<file path="src/hw/rtl/assert_macros.svh">
// Assertion macros shared by the RTL of the deque.
// No dependencies; define NO_ASSERTIONS to compile them out.
`ifndef ASSERT_MACROS_SVH
`define ASSERT_MACROS_SVH

`ifndef NO_ASSERTIONS

`define ASSERT_ALWAYS(label, clk, rst, prop, msg) \
  label: assert property (@(posedge clk) disable iff (rst) (prop)) else $error(msg);

`define ASSERT_NEXT(label, clk, rst, cond, prop, msg) \
  label: assert property (@(posedge clk) disable iff (rst) (cond) |=> (prop)) else $error(msg);

`else

`define ASSERT_ALWAYS(label, clk, rst, prop, msg)

`define ASSERT_NEXT(label, clk, rst, cond, prop, msg)

`endif

`endif

</file>
<file path="src/hw/rtl/cdq_pkg.sv">
// Shared types and constants of the circular deque.
// No dependencies; used by every module of the block.
package cdq_pkg;

  localparam int CAPACITY_DEF = 16;
  localparam int DATA_W = 32;
  localparam int ACT_W = 2;
  localparam int ST_W = 2;
  localparam int OCC_W = 5;
  localparam int M_TDATA_W = ((DATA_W + 1 + OCC_W + 7) / 8) * 8;

  localparam logic [ACT_W-1:0] ACT_PUSH_HEAD = 2'd0;
  localparam logic [ACT_W-1:0] ACT_PUSH_TAIL = 2'd1;
  localparam logic [ACT_W-1:0] ACT_POP_HEAD  = 2'd2;
  localparam logic [ACT_W-1:0] ACT_POP_TAIL  = 2'd3;

  localparam logic [ST_W-1:0] ST_OK    = 2'd0;
  localparam logic [ST_W-1:0] ST_EMPTY = 2'd1;
  localparam logic [ST_W-1:0] ST_FULL  = 2'd2;

  typedef struct packed {
    logic load_in;
    logic exec;
    logic load_out;
  } cdq_cmd_t;

  typedef struct packed {
    logic out_free;
  } cdq_stat_t;

endpackage

</file>
<file path="src/hw/rtl/cdq_ctrl.sv">
// Sequencer of the circular deque: accept, execute, respond.
// Depends on cdq_pkg; drives the datapath through cdq_cmd_t.
module cdq_ctrl
  import cdq_pkg::*;
(
  input  logic      clk,
  input  logic      rst,
  input  logic      s_tvalid,
  output logic      s_tready,
  input  cdq_stat_t stat,
  output cdq_cmd_t  cmd
);

  typedef enum logic [1:0] {
    S_IDLE,
    S_EXEC,
    S_RESP
  } state_t;

  state_t state;
  logic   ready;

  always_ff @(posedge clk) begin
    if (rst) begin
      state <= S_IDLE;
      ready <= 1'b1;
    end else begin
      case (state)
        S_IDLE: begin
          if (s_tvalid && ready) begin
            state <= S_EXEC;
            ready <= 1'b0;
          end
        end
        S_EXEC: begin
          state <= S_RESP;
        end
        S_RESP: begin
          if (stat.out_free) begin
            state <= S_IDLE;
            ready <= 1'b1;
          end
        end
        default: begin
          state <= S_IDLE;
          ready <= 1'b1;
        end
      endcase
    end
  end

  assign s_tready     = ready;
  assign cmd.load_in  = ready && s_tvalid;
  assign cmd.exec     = (state == S_EXEC);
  assign cmd.load_out = (state == S_RESP) && stat.out_free;

endmodule

</file>
<file path="src/hw/rtl/cdq_dp.sv">
// Datapath of the circular deque: ring memory, indices, count and output register.
// Depends on cdq_pkg and assert_macros.svh; sequenced by cdq_ctrl.
`include "assert_macros.svh"

module cdq_dp
  import cdq_pkg::*;
#(
  parameter int CAPACITY = CAPACITY_DEF
) (
  input  logic                     clk,
  input  logic                     rst,
  input  cdq_cmd_t                 cmd,
  output cdq_stat_t                stat,
  input  logic [ACT_W-1:0]         in_action,
  input  logic signed [DATA_W-1:0] in_value,
  output logic                     out_valid,
  input  logic                     out_ready,
  output logic signed [DATA_W-1:0] out_popped,
  output logic [ST_W-1:0]          out_status,
  output logic                     out_empty,
  output logic [OCC_W-1:0]         out_occ
);

  localparam int IDX_W = (CAPACITY > 1) ? $clog2(CAPACITY) : 1;
  localparam int CNT_W = $clog2(CAPACITY + 1);
  localparam logic [IDX_W-1:0] LAST_IDX = IDX_W'(CAPACITY - 1);
  localparam logic [CNT_W-1:0] FULL_CNT = CNT_W'(CAPACITY);

  function automatic logic [IDX_W-1:0] wrap_inc(input logic [IDX_W-1:0] i);
    return (i == LAST_IDX) ? '0 : i + IDX_W'(1);
  endfunction

  function automatic logic [IDX_W-1:0] wrap_dec(input logic [IDX_W-1:0] i);
    return (i == '0) ? LAST_IDX : i - IDX_W'(1);
  endfunction

  logic [DATA_W-1:0] mem [CAPACITY];

  logic [ACT_W-1:0]         act;
  logic signed [DATA_W-1:0] value;
  logic [IDX_W-1:0]         front;
  logic [IDX_W-1:0]         back;
  logic [CNT_W-1:0]         count;
  logic [DATA_W-1:0]        rd_data;
  logic [ST_W-1:0]          res_status;
  logic                     res_pop;

  logic             is_push;
  logic             is_full;
  logic             is_empty;
  logic             push_ok;
  logic             pop_ok;
  logic [IDX_W-1:0] addr;

  always_ff @(posedge clk) begin
    if (cmd.load_in) begin
      act   <= in_action;
      value <= in_value;
    end
  end

  always_comb begin
    is_push  = (act == ACT_PUSH_HEAD) || (act == ACT_PUSH_TAIL);
    is_full  = (count == FULL_CNT);
    is_empty = (count == '0);
    push_ok  = cmd.exec && is_push && !is_full;
    pop_ok   = cmd.exec && !is_push && !is_empty;
    case (act)
      ACT_PUSH_HEAD: addr = wrap_dec(front);
      ACT_PUSH_TAIL: addr = back;
      ACT_POP_HEAD:  addr = front;
      ACT_POP_TAIL:  addr = wrap_dec(back);
      default:       addr = front;
    endcase
  end

  always_ff @(posedge clk) begin
    if (push_ok) begin
      mem[addr] <= value;
    end
    if (pop_ok) begin
      rd_data <= mem[addr];
    end
  end

  always_ff @(posedge clk) begin
    if (rst) begin
      front <= '0;
      back  <= '0;
      count <= '0;
    end else begin
      if (push_ok) begin
        count <= count + CNT_W'(1);
        if (act == ACT_PUSH_HEAD) begin
          front <= addr;
        end else begin
          back <= wrap_inc(back);
        end
      end else if (pop_ok) begin
        count <= count - CNT_W'(1);
        if (act == ACT_POP_HEAD) begin
          front <= wrap_inc(front);
        end else begin
          back <= addr;
        end
      end
    end
  end

  always_ff @(posedge clk) begin
    if (cmd.exec) begin
      res_pop <= pop_ok;
      if (is_push) begin
        res_status <= is_full ? ST_FULL : ST_OK;
      end else begin
        res_status <= is_empty ? ST_EMPTY : ST_OK;
      end
    end
  end

  always_ff @(posedge clk) begin
    if (rst) begin
      out_valid <= 1'b0;
    end else if (cmd.load_out) begin
      out_valid <= 1'b1;
    end else if (out_ready) begin
      out_valid <= 1'b0;
    end
  end

  always_ff @(posedge clk) begin
    if (cmd.load_out) begin
      out_popped <= res_pop ? signed'(rd_data) : '0;
      out_status <= res_status;
      out_empty  <= (count == '0);
      out_occ    <= OCC_W'(count);
    end
  end

  assign stat.out_free = !out_valid || out_ready;

  `ASSERT_ALWAYS(a_count_bound, clk, rst, count <= FULL_CNT, "fill count above capacity")
  `ASSERT_ALWAYS(a_idx_match, clk, rst, (count == '0 || count == FULL_CNT) -> (front == back), "indices disagree with count")
  `ASSERT_NEXT(a_push_count, clk, rst, push_ok, count == $past(count) + CNT_W'(1), "push did not raise count")
  `ASSERT_NEXT(a_pop_count, clk, rst, pop_ok, count == $past(count) - CNT_W'(1), "pop did not lower count")

endmodule

</file>
<file path="src/hw/rtl/circular_deque.sv">
// Circular double-ended queue: a fixed ring of CAPACITY 32-bit entries.
// The slave channel carries one request per transfer: s_tuser selects push at head,
// push at tail, pop at head or pop at tail, and s_tdata holds the value to push.
// The master channel returns exactly one response per request: m_tdata holds the
// popped value (zero for pushes and errors), the empty flag and the occupancy after
// the request, and m_tuser holds the status code.
// A pop on an empty deque reports an empty error, and a push on a full deque is
// dropped with a full error; neither changes the contents.
// Each request is accepted into the input register, then drives the single-port ring
// memory access and index update, and then loads the output register. The next
// request is accepted in the cycle after the response is loaded, so the block
// takes no new request before the response to the last one is loaded.
// When the receiver stalls, the response waits in the output register and at most
// one further request is taken and held until the register frees.
// Reset clears the indices and the count, so the deque starts empty; the ring
// memory is not cleared.
// Depends on cdq_pkg, cdq_ctrl and cdq_dp.
module circular_deque
  import cdq_pkg::*;
#(
  parameter int CAPACITY = CAPACITY_DEF
) (
  input  logic                  clk,
  input  logic                  rst,
  input  logic                  s_tvalid,
  output logic                  s_tready,
  input  logic [DATA_W-1:0]     s_tdata,  // [31:0] item_value
  input  logic [ACT_W-1:0]      s_tuser,  // [1:0] action
  output logic                  m_tvalid,
  input  logic                  m_tready,
  output logic [M_TDATA_W-1:0]  m_tdata,  // [31:0] popped_value, [32] is_empty, [37:33] occupancy
  output logic [ST_W-1:0]       m_tuser   // [1:0] status
);

  cdq_cmd_t                 cmd;
  cdq_stat_t                stat;
  logic signed [DATA_W-1:0] popped_value;
  logic [ST_W-1:0]          status;
  logic                     is_empty;
  logic [OCC_W-1:0]         occupancy;

  cdq_ctrl u_ctrl (
    .clk      (clk),
    .rst      (rst),
    .s_tvalid (s_tvalid),
    .s_tready (s_tready),
    .stat     (stat),
    .cmd      (cmd)
  );

  cdq_dp #(
    .CAPACITY (CAPACITY)
  ) u_dp (
    .clk        (clk),
    .rst        (rst),
    .cmd        (cmd),
    .stat       (stat),
    .in_action  (s_tuser),
    .in_value   (signed'(s_tdata)),
    .out_valid  (m_tvalid),
    .out_ready  (m_tready),
    .out_popped (popped_value),
    .out_status (status),
    .out_empty  (is_empty),
    .out_occ    (occupancy)
  );

  assign m_tdata = M_TDATA_W'({occupancy, is_empty, unsigned'(popped_value)});
  assign m_tuser = status;

endmodule
</file>
<file path="config.mk">
export PLATFORM = sky130hd
export DESIGN_NAME = circular_deque
export DESIGN_NICKNAME = d
export VERILOG_FILES = /design/src/hw/rtl/cdq_pkg.sv /design/src/hw/rtl/cdq_ctrl.sv /design/src/hw/rtl/cdq_dp.sv /design/src/hw/rtl/circular_deque.sv
export VERILOG_INCLUDE_DIRS = /design/src /design/src/hw/rtl
export SDC_FILE = /design/constraint.sdc
export NUM_CORES = 1
export LEC_CHECK = 0
export BUFFER_PORTS_ARGS = -buffer_cell sky130_fd_sc_hd__buf_2
export CORE_MARGIN = 8
export CORE_UTILIZATION = 59
export DETAILED_ROUTE_END_ITERATION = 10
export MAX_ROUTING_LAYER = met4
export PLACE_DENSITY = 0.76
export SKIP_LAST_GASP = 1
export SLEW_MARGIN = 20
export SYNTH_ARGS = -nofsm -noshare
export SYNTH_HDL_FRONTEND = slang
export SYNTH_SLANG_ARGS = --single-unit
</file>
<file path="constraint.sdc">
create_clock -name clk -period 4.4 [get_ports clk]
set_input_delay 0.44 -clock clk [delete_from_list [all_inputs] [get_ports clk]]
set_output_delay 0.44 -clock clk [all_outputs]
set_load 0.05 [all_outputs]
</file>
Word level (Yosys, flattened, before mapping)
Memories as Yosys holds them, arrays and structs flattened. A register that Yosys moved wholly into a read port is not among the register bits. Cells that the tools add are included.

Register bits: 94. Bits in writable memories: 512. Bits of input ports: 38. Output and inout bits: 44. Logic and storage cells: 87. Memories: 1.

Add/sub/neg operators: 6. Equality and inequality tests: 13. Muxes and demuxes: 28. Bitwise gates (word level): 1. Reductions and logical operators: 24.

Memory list: u_dp.mem (words 16, bits a word 32, read ports 1, clocked after Yosys merged registers in 1, wr ports 1, RTL line cdq_dp.sv:37) `logic [DATA_W-1:0] mem [CAPACITY];`.

Operator list (count): 2-to-1 mux 4 bit (12); case mux 4 bit (4 select lines) (1); 2-to-1 mux 5 bit (2); AND reduction 3 bit (3); adder 4 x 1 -> 4 bit, second input constant (2); equality test 4 bit, second input constant (2); zero test 4 bit (2); 2-to-1 mux 2 bit (4); subtractor 4 x 1 -> 4 bit, second input constant (2); 2-to-1 mux 1 bit (7); equality test 2 bit, second input constant (3); logical AND 1 bit (6); != test 2 bit, second input constant (3); case mux 2 bit (3 select lines) (1); nonzero test 2 bit (3); adder 5 x 1 -> 5 bit, second input constant (1); equality test 5 bit, second input constant (1); zero test 5 bit (1); subtractor 5 x 1 -> 5 bit, second input constant (1); equality test 2 x 1 -> 1 bit, second input constant (2); zero test 1 bit (4); zero test 2 bit (2); != test 2 x 1 -> 1 bit, second input constant (2); case mux 1 bit (3 select lines) (1); other kinds (3) (4).

Longest topological paths before layout
Word-level depth: 7. Gate-level depth with buffers: 11. Depth with buffers taken out: 10.

Hierarchy
From an unflattened synthesis, not the netlist that was laid out.

Cell total of the unflattened synthesis: 1080. Area total of the unflattened synthesis: 23980.5 µm².

Modules (own cells, without submodules): cdq_dp (instances 1, cells an instance 1061, area an instance 23817.8 µm², seq. area each 18928.2 µm²); cdq_ctrl (instances 1, cells an instance 15, area an instance 136.4 µm², seq. area each 60.1 µm²); circular_deque (instances 1, cells an instance 4, area an instance 26.3 µm², seq. area each 0.0 µm²).

Least setup slack after synthesis
Ideal clock, no wire load.

Path type: register to register. Start: reg u_dp.front[0]. End: mem u_dp.mem[13][0], enable pin. Setup time: 0.421 ns. Data arrival time: 3.325 ns. Required time: 3.979 ns. Slack: 0.654 ns. Cell stages (with the launch flop): 10. Path buffers: 2. Clock period less this slack: 3.746 ns. Path through: dfxtp_1 inv_1 ha_1 inv_1 mux4_2 buf_2 buf_1 nor2_1 nand2_1 nor2_1.

Longest elaborated chain between the ends: 3. Elaborated cells between the ends (all ways): 4. Classes of those cells: add/sub: 1; mux: 2; reduce/logical: 1.

Ends and longest elaborated chain: start: declaration (RTL line cdq_dp.sv:41) `logic [IDX_W-1:0] front;`; start signal: assignment (RTL line cdq_dp.sv:95) `front <= addr;`; start signal: assignment (RTL line cdq_dp.sv:102) `front <= wrap_inc(front);`; subtractor 4 x 1 -> 4 bit or zero test 4 bit (tied branches) (RTL line cdq_dp.sv:34) `return (i == '0) ? LAST_IDX : i - IDX_W'(1);`; 2-to-1 mux 4 bit (RTL line cdq_dp.sv:34); case mux 4 bit (4 select lines) * (RTL line cdq_dp.sv:68) `case (act)`; end: declaration (RTL line cdq_dp.sv:37).

Mark *: on every way between the ends. The rest lies on a longest branch, timed or not.

Worst setup path after layout
Start: reg u_dp.back[0]. End: mem u_dp.mem[0][13], enable pin.

Longest elaborated chain between the ends: 3. Elaborated cells between the ends (all ways): 4. Classes of those cells: add/sub: 1; mux: 2; reduce/logical: 1.

Ends and longest elaborated chain: start: declaration (RTL line cdq_dp.sv:42) `logic [IDX_W-1:0] back;`; start signal: assignment (RTL line cdq_dp.sv:97) `back <= wrap_inc(back);`; start signal: assignment (RTL line cdq_dp.sv:104) `back <= addr;`; subtractor 4 x 1 -> 4 bit or zero test 4 bit (tied branches) (RTL line cdq_dp.sv:34); 2-to-1 mux 4 bit (RTL line cdq_dp.sv:34); case mux 4 bit (4 select lines) * (RTL line cdq_dp.sv:68).

Marks and branches as above.

==> qor.csv <==
stage,metric,value,unit
synthesis,netlist_area,25200,sq um
synthesis,synth_top_cell_by_area,edfxtp_1,
detailed_routing,top_layer_used,met4,
synthesis,synth.yosys.warnings,0,
grt,grt_max_degree,186,
critical_path,cp_max_fo,43,
cts,cts_sinks,638,
critical_path,crit_slowest_cell,nor2_4,
timing,setup_ws,0.695,ns
timing,period_minus_slack,3.71,ns
detailed_routing,finalWirelength,56000,um
synthesis,avgSynthCellArea,17.0,sq um
detailed_routing,wl_per_cell,25.7,um
critical_path,max_stage_delay,0.84,ns
grt,antenna_found_initial,0,
detailed_routing,dr.pass1.iters,6,
die,die_area,49500,sq um
layout,final_cell_mix,"edfxtp_1, a21oi_1, mux2i_1",
critical_path,path_class,flop to flop,
critical_path,rr_startpoint,u_dp.back[0]$_SDFFE_PP0P_,
critical_path,crit_buf_inv,3,
placed_design,place.gp.congestion,0.803,
placed_design,dp_hpwl,29800,um
detailed_routing,drc,0,
cts,ctsResizeCount,0,
worst_hold_path,hp-start,s_tdata[15],
die,core,42000,sq um
die,num_io_pins,82,
flow_run,drv_cap,0,
synthesis,synth.area.top_cells,"edfxtp_1, mux2i_1, a211o_1",
critical_path,path_cells,inv_1 > ha_1 > nor3b_1 > o311a_4 > nand2_8 > nand2_1 > buf_4 > nor2_4 > buf_4,
synthesis,synth.distinct_cells,54,
detailed_routing,postRouteAntennaNets,0,
cts,clkSlewWorstSetupHoldPaths,0.07,ns
layout,fillers,2672,
placed_design,place_ws,0.724,ns
layout,diodes,0,
grt,grt_pass1_wl,85000,um
die,fp.dieH,223,um
cts,hold_buffers,33,
synthesis,synth_edf_count,621,
pwr,p_leak,9.71,nW
grt,grt_pass1_vias,14000,
layout,utilization,0.685,
critical_path,critPathCaptureType,flop,
timing,fmax,270,MHz
timing,relSlewSlack,0.252,
outcome,outcome,"finished, final reports clean",
critical_path,crit_path_start,u_dp.back[0]$_SDFFE_PP0P_,
cts,cts_tree,built,
critical_path,required,4.72,ns
cts,h-tree-depth,2,
cts,numCtsBuffers,61,
timing,final-setup-viol-count,0,
critical_path,start_kind,flop,
synthesis,syn_inst,1479,
timing,tightest_slew,1.12,ns
synthesis,async_reset_ff_frac,0,
timing,rsz0062_at_grt,no,
grt,track_usage,0.229,
pwr,total_power,13.5,mW
layout,mostFrequentLayoutCell,edfxtp_1,
timing,maxSlewViolCount,0,
layout,fin_nets,1639,
timing,hold_slack,0.0489,ns
die,fp.dieW,223,um
die,initial_core_util,0.599,
timing,setup_tns,0,ns
detailed_routing,drt_iter0_markers,1794,
cts,cts-root-buf,clkbuf_16,
placed_design,io_buffers,79,
detailed_routing,vias,14000,
critical_path,cp_common_cell,buf_4,
detailed_routing,via_per_inst,6.42,
timing,hold_violations,0,
pwr,p_per_area,470,nW/um^2
layout,drive_gt1_frac,0.208,
synthesis,synth-seq-cells,638,
detailed_routing,wl_met1,23100,um
critical_path,critPathTopFamily,simple AND/OR/NAND/NOR gates,
die,num_rows,75,
cts,cts.path.max_buffers,3,
synthesis,ys_seq_area_frac,0.754,
cts,clk_latency,0.63,ns
grt,grt_overflow,0,
timing,fin_worst_skew,0.0257,ns
layout,syn_to_final_growth,14.4,%
synthesis,synth-main-ff-cell,edfxtp_1,
worst_hold_path,hp-class,input pin to flop,
synthesis,yosysTopAreaCellShare,0.741,
pwr,ir_drop,0.328,mV
cts,post_cts_buffers,0,
detailed_routing,wl_met2,27500,um
detailed_routing,wl_met3,4050,um
critical_path,arrival,4.02,ns
timing,fin_crit_sh,0.842,
## cell usage after synthesis, types with 2 or more instances
library cell,n
buf_2,29
nand2_1,14
inv_1,9
nor2_1,36
dfxtp_1,17
a31o_1,38
buf_1,4
a22oi_1,4
nand4_1,31
a21oi_1,140
xnor2_1,5
or2_1,2
o21ai_0,8
or3b_1,3
edfxtp_1,621
buf_6,17
mux2i_1,128
and2_1,36
a311oi_1,2
a211o_1,124
a31o_2,86
a211oi_1,3
nand3_1,7
mux4_2,4
ha_1,7
a21o_1,2
nand2b_1,6
buf_4,11
xor2_1,2
nor3_1,2
clkbuf_1,51
nor2b_1,8
## where the power goes
group / internal, mW / total, mW / switching [mW]
clock network: 3.28 / 5.51 / 2.23
logic: 0.454 / 1.15 / 0.698
registers: 6.77 / 6.88 / 0.105
## path summary, 6_finish.rpt
kind / endpoint / slack [ns] / depth (start not counted)
min: u_dp.value[15]$_DFFE_PP_ / 0.05 / 1
max: u_dp.mem[0][13]$_DFFE_PP_ / 0.69 / 9
max reg2reg: u_dp.mem[0][13]$_DFFE_PP_ / 0.69 / 9
min reg2reg: u_dp.out_status[0]$_DFFE_PP_ / 0.44 / 0
## flip-flops by register name, indices dropped and copies added (netlist names)
name             count
u_dp.res_pop         1
u_dp.out_empty       1
u_dp.out_popped     32
u_dp.value          32
u_dp.res_status      2
u_dp.back            4
u_ctrl.state         2
u_dp.out_status      2
u_dp.front           4
u_dp.mem           512
u_dp.out_valid       1
u_dp.act             2
u_dp.out_occ         5
u_dp.rd_data        32
u_dp.count           5
u_ctrl.s_tready      1
## metrics by stage
step	std cells	cell area, sq um
after floorplan	1480	25200
after global placement	2035	26300
after detailed placement	2035	26300
after CTS	2180	28800
after global routing	2181	28800
final	2181	28800
## area by class of cell
cell class | instances | area, sq um | area share
multi-input combinational | 720 | 5690 | 0.198
timing repair buffer | 162 | 1280 | 0.0443
clock inverter | 43 | 547 | 0.0190
clock buffer | 69 | 1580 | 0.0548
sequential | 638 | 19000 | 0.660
tap | 539 | 674 | 0.0234
inverter | 10 | 37.5 | 0.00130
## routing by layer
| layer | vias up | global-route usage |
|---|---|---|
| li1 | 6172 | - |
| met1 | 7090 | 0.300 |
| met2 | 641 | 0.368 |
| met3 | 105 | 0.0349 |
| met4 | 0 | 0.0765 |
| met5 | - | - |
## worst register-to-register path: cells and delay by family (launching register included)
| kind | cells | cell delay, ns |
|---|---|---|
| fa+ha+maj | 1 | 0.25 |
| compound gates | 1 | 0.61 |
| buf+inv | 3 | 0.65 |
| simple gates | 4 | 1.44 |
| flops | 1 | 0.45 |
## kinds of logic (layout without fill, tap and decap cells)
logic type | after synthesis | after routing | share of synthesized area
DFF | 638 | 638 | 0.754
AOI/OAI and AO/OA | 415 | 415 | 0.123
and+or+nand+nor | 156 | 156 | 0.0347
muxes | 132 | 132 | 0.0545
buffers and inverters | 122 | 284 | 0.0263
adders and majority gates | 8 | 8 | 0.00428
xor gates and xnor gates | 7 | 7 | 0.00244
other | 1 | 2 | 0.000149
Note: power is estimated with default switching activity, not from simulation.
